<file path="src/rtl/gbcm_pkg.sv">
// gbcm_pkg: shared types, constants and round functions for the gost block cipher modes
// used by gbcm_front, gbcm_queue, gbcm_engine and the top level gost_block_cipher_modes
// no dependencies
package gbcm_pkg;

  // stream and configuration widths
  localparam int unsigned BLOCK_W     = 64;
  localparam int unsigned COUNT_W     = 4;
  localparam int unsigned TDATA_W     = 72;
  localparam int unsigned CFG_IDX_W   = 3;
  localparam int unsigned CFG_DATA_W  = 64;
  localparam int unsigned ROUND_W     = 5;
  localparam int unsigned KEY_WORDS   = 8;
  localparam int unsigned KEY_IDX_W   = 3;
  localparam int unsigned MODE_W      = 2;

  // default depth of the command queue between front and engine
  localparam int unsigned QUEUE_DEPTH_DEF = 2;

  // register indexes of the configuration port
  localparam logic [CFG_IDX_W-1:0] CFG_KEY_PAIR_0  = 3'd0;
  localparam logic [CFG_IDX_W-1:0] CFG_KEY_PAIR_1  = 3'd1;
  localparam logic [CFG_IDX_W-1:0] CFG_KEY_PAIR_2  = 3'd2;
  localparam logic [CFG_IDX_W-1:0] CFG_KEY_PAIR_3  = 3'd3;
  localparam logic [CFG_IDX_W-1:0] CFG_CIPHER_MODE = 3'd4;
  localparam logic [CFG_IDX_W-1:0] CFG_DECRYPT_SEL = 3'd5;
  localparam logic [CFG_IDX_W-1:0] CFG_INIT_VECTOR = 3'd6;

  // cipher_mode register codes
  localparam logic [MODE_W-1:0] MODE_SIMPLE  = 2'd0;
  localparam logic [MODE_W-1:0] MODE_COUNTER = 2'd1;
  localparam logic [MODE_W-1:0] MODE_OFB     = 2'd2;

  // gamma stepping constants
  localparam logic [31:0] GAMMA_C1 = 32'h0101_0101;
  localparam logic [31:0] GAMMA_C2 = 32'h0101_0104;
  localparam logic [31:0] GAMMA_MOD_HI = 32'hFFFF_FFFF;

  // fixed s-box set, row r indexed by nibble value
  localparam logic [3:0] SBOX [8][16] = '{
    '{4'd4,  4'd10, 4'd9,  4'd2,  4'd13, 4'd8,  4'd0,  4'd14,
      4'd6,  4'd11, 4'd1,  4'd12, 4'd7,  4'd15, 4'd5,  4'd3},
    '{4'd14, 4'd11, 4'd4,  4'd12, 4'd6,  4'd13, 4'd15, 4'd10,
      4'd2,  4'd3,  4'd8,  4'd1,  4'd0,  4'd7,  4'd5,  4'd9},
    '{4'd5,  4'd8,  4'd1,  4'd13, 4'd10, 4'd3,  4'd4,  4'd2,
      4'd14, 4'd15, 4'd12, 4'd7,  4'd6,  4'd0,  4'd9,  4'd11},
    '{4'd7,  4'd13, 4'd10, 4'd1,  4'd0,  4'd8,  4'd9,  4'd15,
      4'd14, 4'd4,  4'd6,  4'd12, 4'd11, 4'd2,  4'd5,  4'd3},
    '{4'd6,  4'd12, 4'd7,  4'd1,  4'd5,  4'd15, 4'd13, 4'd8,
      4'd4,  4'd10, 4'd9,  4'd14, 4'd0,  4'd3,  4'd11, 4'd2},
    '{4'd4,  4'd11, 4'd10, 4'd0,  4'd7,  4'd2,  4'd1,  4'd13,
      4'd3,  4'd6,  4'd8,  4'd5,  4'd9,  4'd12, 4'd15, 4'd14},
    '{4'd13, 4'd11, 4'd4,  4'd1,  4'd3,  4'd15, 4'd5,  4'd9,
      4'd0,  4'd10, 4'd14, 4'd7,  4'd6,  4'd8,  4'd2,  4'd12},
    '{4'd1,  4'd15, 4'd13, 4'd0,  4'd5,  4'd7,  4'd10, 4'd4,
      4'd9,  4'd2,  4'd3,  4'd14, 4'd6,  4'd11, 4'd8,  4'd12}
  };

  // operation picked by the front for each block
  typedef enum logic [2:0] {
    OP_ECB_ENC,
    OP_ECB_DEC,
    OP_COUNTER,
    OP_OFB,
    OP_PASS
  } gbcm_op_e;

  // engine sequencer states
  typedef enum logic [2:0] {
    S_IDLE,
    S_INIT,
    S_STEP,
    S_ROUND,
    S_HOLD
  } gbcm_state_e;

  // one classified block travelling from front to engine
  typedef struct packed {
    logic [BLOCK_W-1:0] data;
    logic [COUNT_W-1:0] count;
    logic               restart;
    gbcm_op_e           op;
  } gbcm_cmd_t;

  // one feistel round: n1 + k, s-boxes, rotate left 11, mix into n2, shift halves
  function automatic logic [63:0] gbcm_round(input logic [63:0] blk, input logic [31:0] k);
    logic [31:0] s;
    logic [31:0] t;
    s = blk[31:0] + k;
    for (int i = 0; i < 8; i++) begin
      t[4*i +: 4] = SBOX[7-i][s[4*i +: 4]];
    end
    return {blk[31:0], blk[63:32] ^ {t[20:0], t[31:21]}};
  endfunction

  // counter gamma step: low half + c1 mod 2^32, high half + c2 mod 2^32-1
  function automatic logic [63:0] gbcm_gamma_step(input logic [63:0] g);
    logic [31:0] lo;
    logic [32:0] sum;
    logic [32:0] fold;
    lo   = g[31:0] + GAMMA_C1;
    sum  = {1'b0, g[63:32]} + {1'b0, GAMMA_C2};
    // 2^32 is 1 mod 2^32-1, so fold the carry back in
    fold = {1'b0, sum[31:0]} + {32'd0, sum[32]};
    if (fold >= {1'b0, GAMMA_MOD_HI}) begin
      fold = fold - {1'b0, GAMMA_MOD_HI};
    end
    return {fold[31:0], lo};
  endfunction

endpackage

</file>
<file path="src/rtl/gbcm_queue.sv">
// gbcm_queue: short command queue between the front and the cipher engine
// depends on gbcm_pkg for the command type
module gbcm_queue #(
  parameter int unsigned DEPTH = gbcm_pkg::QUEUE_DEPTH_DEF  // 2 and up
) (
  input  logic                clk_i,
  input  logic                rst_ni,
  input  logic                push_i,
  input  gbcm_pkg::gbcm_cmd_t push_cmd_i,
  input  logic                pop_i,
  output gbcm_pkg::gbcm_cmd_t head_cmd_o,
  output logic                full_o,
  output logic                empty_o
);

  localparam int unsigned PTR_W = $clog2(DEPTH);
  localparam int unsigned CNT_W = $clog2(DEPTH + 1);

  gbcm_pkg::gbcm_cmd_t entry_q [DEPTH];
  logic [PTR_W-1:0] wr_ptr_q, wr_ptr_d;
  logic [PTR_W-1:0] rd_ptr_q, rd_ptr_d;
  logic [CNT_W-1:0] count_q, count_d;

  assign full_o     = (count_q == CNT_W'(DEPTH));
  assign empty_o    = (count_q == '0);
  assign head_cmd_o = entry_q[rd_ptr_q];

  always_comb begin
    wr_ptr_d = wr_ptr_q;
    rd_ptr_d = rd_ptr_q;
    count_d  = count_q;
    if (push_i) begin
      wr_ptr_d = (wr_ptr_q == PTR_W'(DEPTH - 1)) ? '0 : wr_ptr_q + 1'b1;
    end
    if (pop_i) begin
      rd_ptr_d = (rd_ptr_q == PTR_W'(DEPTH - 1)) ? '0 : rd_ptr_q + 1'b1;
    end
    if (push_i && !pop_i) begin
      count_d = count_q + 1'b1;
    end else if (pop_i && !push_i) begin
      count_d = count_q - 1'b1;
    end
  end

  always_ff @(posedge clk_i or negedge rst_ni) begin
    if (!rst_ni) begin
      wr_ptr_q <= '0;
      rd_ptr_q <= '0;
      count_q  <= '0;
    end else begin
      wr_ptr_q <= wr_ptr_d;
      rd_ptr_q <= rd_ptr_d;
      count_q  <= count_d;
    end
  end

  always_ff @(posedge clk_i) begin
    if (push_i) begin
      entry_q[wr_ptr_q] <= push_cmd_i;
    end
  end

endmodule

</file>
<file path="src/rtl/gbcm_front.sv">
// gbcm_front: accepts input stream transactions and classifies each block by mode
// depends on gbcm_pkg for the command type, field widths and mode codes
module gbcm_front (
  input  logic                                s_axis_tvalid,
  output logic                                s_axis_tready,
  input  logic [gbcm_pkg::TDATA_W-1:0]        s_axis_tdata,
  input  logic                                s_axis_tuser,
  input  logic [gbcm_pkg::MODE_W-1:0]         cipher_mode_i,
  input  logic                                decrypt_sel_i,
  input  logic                                queue_full_i,
  output logic                                push_o,
  output gbcm_pkg::gbcm_cmd_t                 push_cmd_o
);

  gbcm_pkg::gbcm_op_e op;

  // pick the engine operation from the current mode registers
  always_comb begin
    unique case (cipher_mode_i)
      gbcm_pkg::MODE_SIMPLE:  op = decrypt_sel_i ? gbcm_pkg::OP_ECB_DEC : gbcm_pkg::OP_ECB_ENC;
      gbcm_pkg::MODE_COUNTER: op = gbcm_pkg::OP_COUNTER;
      gbcm_pkg::MODE_OFB:     op = gbcm_pkg::OP_OFB;
      default:                op = gbcm_pkg::OP_PASS;
    endcase
  end

  assign s_axis_tready = !queue_full_i;
  assign push_o        = s_axis_tvalid && !queue_full_i;

  always_comb begin
    push_cmd_o.data    = s_axis_tdata[gbcm_pkg::BLOCK_W-1:0];
    push_cmd_o.count   = s_axis_tdata[gbcm_pkg::BLOCK_W +: gbcm_pkg::COUNT_W];
    push_cmd_o.restart = s_axis_tuser;
    push_cmd_o.op      = op;
  end

endmodule

</file>
<file path="src/rtl/gbcm_engine.sv">
// gbcm_engine: round-per-cycle gost cipher sequencer, gamma register and output register
// depends on gbcm_pkg for the round function, gamma step, command type and state type
module gbcm_engine (
  input  logic                                          clk_i,
  input  logic                                          rst_ni,
  input  logic [gbcm_pkg::KEY_WORDS-1:0][31:0]          key_i,
  input  logic [gbcm_pkg::BLOCK_W-1:0]                  init_vector_i,
  input  logic                                          queue_empty_i,
  input  gbcm_pkg::gbcm_cmd_t                           head_cmd_i,
  output logic                                          pop_o,
  output logic                                          out_valid_o,
  input  logic                                          out_ready_i,
  output logic [gbcm_pkg::BLOCK_W-1:0]                  out_block_o,
  output logic [gbcm_pkg::COUNT_W-1:0]                  out_count_o
);

  gbcm_pkg::gbcm_state_e state_q, state_d;
  logic [gbcm_pkg::ROUND_W-1:0] rnd_q, rnd_d;
  logic [gbcm_pkg::BLOCK_W-1:0] blk_q, blk_d;
  logic [gbcm_pkg::BLOCK_W-1:0] gamma_q, gamma_d;
  gbcm_pkg::gbcm_cmd_t          cmd_q, cmd_d;
  logic                         out_valid_q, out_valid_d;
  logic [gbcm_pkg::BLOCK_W-1:0] out_block_q, out_block_d;
  logic [gbcm_pkg::COUNT_W-1:0] out_count_q, out_count_d;

  logic                           rev_order;
  logic [gbcm_pkg::KEY_IDX_W-1:0] key_idx;
  logic [gbcm_pkg::BLOCK_W-1:0]   rnd_out;
  logic [gbcm_pkg::BLOCK_W-1:0]   ciph;
  logic [gbcm_pkg::BLOCK_W-1:0]   gamma_next;
  logic                           last_rnd;
  logic                           out_free;

  // key schedule: forward words except the reversed tail, decrypt mirrors it
  always_comb begin
    if (state_q == gbcm_pkg::S_ROUND && cmd_q.op == gbcm_pkg::OP_ECB_DEC) begin
      rev_order = (rnd_q[4:3] != 2'b00);
    end else begin
      rev_order = (rnd_q[4:3] == 2'b11);
    end
    key_idx = rev_order ? ~rnd_q[2:0] : rnd_q[2:0];
  end

  assign rnd_out    = gbcm_pkg::gbcm_round(blk_q, key_i[key_idx]);
  assign ciph       = {rnd_out[31:0], rnd_out[63:32]};
  assign gamma_next = gbcm_pkg::gbcm_gamma_step(gamma_q);
  assign last_rnd   = &rnd_q;
  assign out_free   = !out_valid_q || out_ready_i;
  assign pop_o      = (state_q == gbcm_pkg::S_IDLE) && !queue_empty_i;

  // next state
  always_comb begin
    state_d = state_q;
    unique case (state_q)
      gbcm_pkg::S_IDLE: begin
        if (!queue_empty_i) begin
          unique case (head_cmd_i.op)
            gbcm_pkg::OP_PASS:    state_d = gbcm_pkg::S_HOLD;
            gbcm_pkg::OP_COUNTER: state_d = head_cmd_i.restart ? gbcm_pkg::S_INIT
                                                                : gbcm_pkg::S_STEP;
            default:              state_d = gbcm_pkg::S_ROUND;
          endcase
        end
      end
      gbcm_pkg::S_INIT:  if (last_rnd) state_d = gbcm_pkg::S_STEP;
      gbcm_pkg::S_STEP:  state_d = gbcm_pkg::S_ROUND;
      gbcm_pkg::S_ROUND: if (last_rnd) state_d = gbcm_pkg::S_HOLD;
      gbcm_pkg::S_HOLD:  if (out_free) state_d = gbcm_pkg::S_IDLE;
      default:           state_d = gbcm_pkg::S_IDLE;
    endcase
  end

  // datapath and outputs
  always_comb begin
    rnd_d       = rnd_q;
    blk_d       = blk_q;
    gamma_d     = gamma_q;
    cmd_d       = cmd_q;
    out_valid_d = out_valid_q && !out_ready_i;
    out_block_d = out_block_q;
    out_count_d = out_count_q;
    unique case (state_q)
      gbcm_pkg::S_IDLE: begin
        if (!queue_empty_i) begin
          cmd_d = head_cmd_i;
          rnd_d = '0;
          unique case (head_cmd_i.op)
            gbcm_pkg::OP_COUNTER: blk_d = init_vector_i;
            gbcm_pkg::OP_OFB:     blk_d = head_cmd_i.restart ? init_vector_i : gamma_q;
            default:              blk_d = head_cmd_i.data;
          endcase
        end
      end
      gbcm_pkg::S_INIT: begin
        rnd_d = rnd_q + 1'b1;
        blk_d = rnd_out;
        if (last_rnd) begin
          gamma_d = ciph;
        end
      end
      gbcm_pkg::S_STEP: begin
        rnd_d   = '0;
        gamma_d = gamma_next;
        blk_d   = gamma_next;
      end
      gbcm_pkg::S_ROUND: begin
        rnd_d = rnd_q + 1'b1;
        blk_d = rnd_out;
        if (last_rnd) begin
          unique case (cmd_q.op)
            gbcm_pkg::OP_COUNTER: blk_d = cmd_q.data ^ ciph;
            gbcm_pkg::OP_OFB: begin
              blk_d   = cmd_q.data ^ ciph;
              gamma_d = ciph;
            end
            default:              blk_d = ciph;
          endcase
        end
      end
      gbcm_pkg::S_HOLD: begin
        if (out_free) begin
          out_valid_d = 1'b1;
          out_block_d = blk_q;
          out_count_d = cmd_q.count;
        end
      end
      default: ;
    endcase
  end

  always_ff @(posedge clk_i or negedge rst_ni) begin
    if (!rst_ni) begin
      state_q     <= gbcm_pkg::S_IDLE;
      rnd_q       <= '0;
      gamma_q     <= '0;
      out_valid_q <= 1'b0;
    end else begin
      state_q     <= state_d;
      rnd_q       <= rnd_d;
      gamma_q     <= gamma_d;
      out_valid_q <= out_valid_d;
    end
  end

  always_ff @(posedge clk_i) begin
    blk_q       <= blk_d;
    cmd_q       <= cmd_d;
    out_block_q <= out_block_d;
    out_count_q <= out_count_d;
  end

  assign out_valid_o = out_valid_q;
  assign out_block_o = out_block_q;
  assign out_count_o = out_count_q;

endmodule

</file>
<file path="src/rtl/gost_block_cipher_modes.sv">
// gost_block_cipher_modes: top level of the gost 28147-89 cipher in three modes
// depends on gbcm_pkg, gbcm_front, gbcm_queue and gbcm_engine

// GOST 28147-89 64-bit block cipher with a 256-bit key and the fixed s-box set.
// cipher_mode 0 enciphers each block (or deciphers with decrypt_sel), mode 1 xors
// data with the encrypted counter gamma, mode 2 xors data with output feedback
// gamma, the unused mode 3 passes data through. a block with tuser set restarts
// the gamma from init_vector. one result transaction comes out per input
// transaction, in order, with the byte count passed through; short blocks are
// processed whole. one shared round unit does one feistel round per cycle; in
// counter mode with restart it first encrypts the init vector to seed the gamma.
// a command queue of QUEUE_DEPTH blocks lets the input side run ahead while the
// engine works, and a result register lets the engine start the next block while
// a result waits. the user writes configuration only while the block is idle;
// the block itself does not enforce this.
module gost_block_cipher_modes #(
  parameter int unsigned QUEUE_DEPTH = gbcm_pkg::QUEUE_DEPTH_DEF  // 2 and up
) (
  input  logic                                clk_i,
  input  logic                                rst_ni,
  // input stream
  input  logic                                s_axis_tvalid,
  output logic                                s_axis_tready,
  input  logic [gbcm_pkg::TDATA_W-1:0]        s_axis_tdata,   // data_block, byte_count, zeros
  input  logic                                s_axis_tuser,   // restart
  // output stream
  output logic                                m_axis_tvalid,
  input  logic                                m_axis_tready,
  output logic [gbcm_pkg::TDATA_W-1:0]        m_axis_tdata,   // result_block, valid_bytes, zeros
  // configuration write port
  input  logic                                cfg_we_i,
  input  logic [gbcm_pkg::CFG_IDX_W-1:0]      cfg_idx_i,
  input  logic [gbcm_pkg::CFG_DATA_W-1:0]     cfg_data_i
);

  // configuration registers
  logic [63:0]                     key_pair_0_q, key_pair_1_q, key_pair_2_q, key_pair_3_q;
  logic [gbcm_pkg::MODE_W-1:0]     cipher_mode_q;
  logic                            decrypt_sel_q;
  logic [gbcm_pkg::BLOCK_W-1:0]    init_vector_q;

  logic [gbcm_pkg::KEY_WORDS-1:0][31:0] key_words;

  // front to queue to engine
  logic                 push;
  gbcm_pkg::gbcm_cmd_t  push_cmd;
  logic                 pop;
  gbcm_pkg::gbcm_cmd_t  head_cmd;
  logic                 queue_full;
  logic                 queue_empty;

  logic [gbcm_pkg::BLOCK_W-1:0] out_block;
  logic [gbcm_pkg::COUNT_W-1:0] out_count;

  // register writes, index beyond the list is dropped
  always_ff @(posedge clk_i or negedge rst_ni) begin
    if (!rst_ni) begin
      key_pair_0_q  <= '0;
      key_pair_1_q  <= '0;
      key_pair_2_q  <= '0;
      key_pair_3_q  <= '0;
      cipher_mode_q <= gbcm_pkg::MODE_SIMPLE;
      decrypt_sel_q <= 1'b0;
      init_vector_q <= '0;
    end else if (cfg_we_i) begin
      unique case (cfg_idx_i)
        gbcm_pkg::CFG_KEY_PAIR_0:  key_pair_0_q  <= cfg_data_i;
        gbcm_pkg::CFG_KEY_PAIR_1:  key_pair_1_q  <= cfg_data_i;
        gbcm_pkg::CFG_KEY_PAIR_2:  key_pair_2_q  <= cfg_data_i;
        gbcm_pkg::CFG_KEY_PAIR_3:  key_pair_3_q  <= cfg_data_i;
        gbcm_pkg::CFG_CIPHER_MODE: cipher_mode_q <= cfg_data_i[gbcm_pkg::MODE_W-1:0];
        gbcm_pkg::CFG_DECRYPT_SEL: decrypt_sel_q <= cfg_data_i[0];
        gbcm_pkg::CFG_INIT_VECTOR: init_vector_q <= cfg_data_i;
        default: ;
      endcase
    end
  end

  // key word i sits in pair i/2, even words in the low half
  assign key_words = {key_pair_3_q, key_pair_2_q, key_pair_1_q, key_pair_0_q};

  gbcm_front u_front (
    .s_axis_tvalid (s_axis_tvalid),
    .s_axis_tready (s_axis_tready),
    .s_axis_tdata  (s_axis_tdata),
    .s_axis_tuser  (s_axis_tuser),
    .cipher_mode_i (cipher_mode_q),
    .decrypt_sel_i (decrypt_sel_q),
    .queue_full_i  (queue_full),
    .push_o        (push),
    .push_cmd_o    (push_cmd)
  );

  gbcm_queue #(
    .DEPTH (QUEUE_DEPTH)
  ) u_queue (
    .clk_i      (clk_i),
    .rst_ni     (rst_ni),
    .push_i     (push),
    .push_cmd_i (push_cmd),
    .pop_i      (pop),
    .head_cmd_o (head_cmd),
    .full_o     (queue_full),
    .empty_o    (queue_empty)
  );

  gbcm_engine u_engine (
    .clk_i         (clk_i),
    .rst_ni        (rst_ni),
    .key_i         (key_words),
    .init_vector_i (init_vector_q),
    .queue_empty_i (queue_empty),
    .head_cmd_i    (head_cmd),
    .pop_o         (pop),
    .out_valid_o   (m_axis_tvalid),
    .out_ready_i   (m_axis_tready),
    .out_block_o   (out_block),
    .out_count_o   (out_count)
  );

  // result packing, upper pad bits are zero
  assign m_axis_tdata = {
    {(gbcm_pkg::TDATA_W - gbcm_pkg::BLOCK_W - gbcm_pkg::COUNT_W){1'b0}},
    out_count,
    out_block
  };

endmodule
</file>
<file path="config.mk">
export PLATFORM = sky130hd
export DESIGN_NAME = gost_block_cipher_modes
export DESIGN_NICKNAME = d
export VERILOG_FILES = /design/src/rtl/gbcm_pkg.sv /design/src/rtl/gbcm_queue.sv /design/src/rtl/gbcm_front.sv /design/src/rtl/gbcm_engine.sv /design/src/rtl/gost_block_cipher_modes.sv
export SDC_FILE = /design/constraint.sdc
export NUM_CORES = 1
export LEC_CHECK = 0
export BUFFER_PORTS_ARGS = -buffer_cell sky130_fd_sc_hd__buf_2
export CAP_MARGIN = 20
export CORE_MARGIN = 2
export CORE_UTILIZATION = 50
export DETAILED_ROUTE_END_ITERATION = 6
export GPL_ROUTABILITY_DRIVEN = 0
export HOLD_SLACK_MARGIN = 0.15
export PLACE_DENSITY = 0.63
export SLEW_MARGIN = 10
export SYNTH_ARGS = -nofsm -noshare
export SYNTH_HDL_FRONTEND = slang
export SYNTH_HIERARCHICAL = 1
export SYNTH_SLANG_ARGS = --single-unit
</file>
<file path="constraint.sdc">
create_clock -name clk_i -period 12.45 [get_ports clk_i]
set_input_delay 1.245 -clock clk_i [delete_from_list [all_inputs] [get_ports clk_i]]
set_output_delay 1.245 -clock clk_i [all_outputs]
set_load 0.02 [all_outputs]
</file>
==> implementation parameters <==
Parameter                              Value

Floorplanning
  Floorplan row count    105
  Die Wd    292 µm
  Die extent in y    292 µm
  Core Footprint    0.0820 mm²
  Effective utilization at floorplan    50.4%
  Die Footprint    0.0850 mm²
  Number of primary I/O pins    219

Yosys
  Area share of the leading cell type in the synthesized netlist    25.2%
  Sequential share of the synthesized area    49.4%
  #FFs+latches synth    747
  Library cell occupying the most area in the post-synthesis netlist    edfxtp_1
  Cell count after synthesis    3366
  Post-synth EDFFs    347
  Top area cells in the synthesized netlist    edfxtp_1 (25%), dfrtp_1 (24%), mux2_4 (6.9%)
  Proportion of register bits with asynchronous set or reset after synthesis    53.5%
  Most numerous cell in the Yosys netlist    dfrtp_1
  Synth unique cells    101
  Average size of a mapped cell    12.3 µm²
  Total number of yosys warnings    6
  Most instantiated flip-flop cell in the synthesis netlist    dfrtp_1
  Most frequent cells after synthesis    dfrtp_1 (400), edfxtp_1 (347), mux2_2 (241)
  Summed instance area of the synthesized netlist    0.0414 mm²

Worst hold path
  Hold Path Class    register to register
  Cell count of the worst hold path    0
  Hold path startpoint    u_engine/cmd_q[6]
  Hold worst-path end    u_engine/out_count_o[2]

GRT
  Largest net degree at the start of global routing    166
  First-pass GRT wire length    189000 µm
  Initial antenna violation count    16
  Vias in the first global route    28.6k
  Total global routing overflow    0
  GRT Overall Usage    29.8%

Worst setup path
  Peak per-stage delay on the critical path    860 ps
  Worst setup path class    register to register
  Largest fanout of any net on the critical path    37
  Critical-path cell with the highest stage delay    nor4bb_1
  Setup crit end kind    register
  RR Endpoint    u_engine/blk_q[42]
  Data required time at the worst endpoint    12860 ps
  Arrival time of data at the critical path endpoint    9880 ps
  Kind of start point of the critical path    register
  Register-to-register setup slack    2970 ps
  Worst reg-to-reg path cell count    24
  FF-to-FF Start    u_engine/cmd_q[1]
  Critical path, cell by cell    nor4bb_1 > a31oi_1 > nor2_1 > xnor2_2 > buf_4 > buf_4 > mux4_2 > mux2_2 > ha_1 > and3_1 > nand3_1 > or4_1 > o221ai_1 > o211a_1 > or3_1 > and2_1 > inv_1 > ha_1 > a21boi_0 > o21ai_0 > a21oi_1 > and4b_1 > xor2_1 > a211o_1

STA
  Final-report setup violation count    0
  Setup TNS Final    0 ps
  Final period util    76.1%
  Unrepaired setup endpoints after global routing    false
  Maximum clock frequency    106 MHz
  Normalized max-slew margin    24.2%
  Crit path time final    9480 ps
  Fin Hold WS    449 ps
  Hold Fails Final Rpt    0
  Final setup margin    2970 ps
  Max Transition Viols Final    0
  Slew at the pin closest to its max-slew limit    1130 ps
  Final worst clock skew    27.3 ps

Cells and area
  Utilization after layout    55.2%
  Layout Area Growth over Synthesis    9.36%
  Number of nets at the end of the flow    3665
  Fill count    6882
  Fraction of final layout cells sized beyond drive strength 1    26.7%

Clock network
  Clock input transition at the sequential cells of the worst setup and hold paths    60 ps
  Setup repair bufs after CTS    0
  Number of buffers created by CTS    81
  CTS-repair resized insts    0
  H-Tree Depth    3
  Number of sinks on the clock net    747
  Hold buffer count at cts    0
  CTS Root Cell    clkbuf_16
  Max clock buf depth    3
  Clk Latency, worst-skew pair    650 ps
  CTS tree    done

Route
  Number of vias in the routed layout    29.3k
  Vias per Instance    6.39
  Detailed router's first-iteration violation count    3675
  Number of iterations in the first detailed-routing pass    6
  Number of antenna-violating nets in the routed design    0
  WL/cell    28.2 µm
  Routed Wire Length    129000 µm
  Number of design rule violations left after detail routing    0

Run
  Maximum Capacitance Violations    0

Place
  Post-placement worst setup slack    3050 ps
  IO buf count    210
  HPWL Detailed    91500 µm

Status
  Result of the run    complete, no violations
[worst max-delay path by stage]
stage | from | end | slack [ps]
floorplan | u_engine/state_q[0] | u_engine/blk_q[42] | 5420
global placement | u_engine/cmd_q[2] | u_engine/blk_q[39] | 3280
detailed placement | u_engine/cmd_q[1] | u_engine/blk_q[39] | 3050
CTS | u_engine/cmd_q[1] | u_engine/blk_q[39] | 2980
global route | u_engine/cmd_q[2] | u_engine/blk_q[39] | 2470
finish | u_engine/cmd_q[1] | u_engine/blk_q[42] | 2970
[metal layers]
layer	GRT usage [%]	vias to the layer above	share of wire, %
met5	0	-	0
met4	18.5	0	7.1
met1	39.6	14675	39
met2	45.6	1614	45
met3	5.24	327	8.6
li1	-	12636	-
[state kept, by name, summed over array words and instances, names as in the netlist]
register	count
u_queue/entry_q	144
u_engine/cmd_q	71
init_vector_q	64
key_pair_0_q	64
key_pair_1_q	64
key_pair_2_q	64
key_pair_3_q	64
u_engine/blk_q	64
u_engine/gamma_q	64
u_engine/out_block_o	64
u_engine/rnd_q	5
u_engine/out_count_o	4
u_engine/state_q	3
cipher_mode_q	2
u_queue/count_q	2
decrypt_sel_q	1
u_engine/out_valid_o	1
u_queue/rd_ptr_q	1
u_queue/wr_ptr_q	1
[cell type report]
type	instances	area (µm²)	share of cell area [%]
Clock buffer	104	2270	5.02
Clock inverter	47	477	1.05
Antenna cell	4	10.0	0.0221
Sequential cell	747	20400	45.2
Multi-Input combinational cell	2288	19000	42.1
Timing Repair Buffer	258	1450	3.20
Tap cell	1070	1340	2.96
Inverter	58	218	0.481
[stage by stage]
step	instances	cell area (µm²)
floorplan	3369	41400
global placement	4420	42500
detailed placement	4421	42500
CTS	4572	45200
global route	4575	45200
finish	4576	45200
[critical path, delay by kind of cell, from the launching register on]
family          cells  cell delay (ps)
buf+inv             3             1380
simple gates        8             3420
compound gates      7             2110
xor+xnor            2              320
flops               1              420
fa+ha+maj           2              630
mux                 2              900
[logic make-up after synthesis]
logic type / share of synthesized area [%]
AO/OA/AOI/OAI: 11.0
XOR/XNOR: 4.24
adder cells (fa/ha/maj): 2.62
buffers and inverters: 4.90
flip-flops: 49.4
multiplexers: 19.1
other: 0.00907
AND/OR/NAND/NOR: 8.74
[layout by cell type, fill, tap and decap left out, types with 55 or more instances in the layout]
master	n
mux4_2	70
mux2_2	241
mux2_4	189
nor2_1	180
dfrtp_1	399
clkbuf_16	85
ha_1	85
buf_2	209
nand3_1	55
inv_1	58
edfxtp_1	347
nand2_1	233
a21oi_1	194
xor2_1	81
o21ai_0	146
mux2i_1	75
xnor2_1	111
Power is left out: the tool's default activity adds up to more than one toggle a clock period on the data nets, which glitch-free logic cannot reach.
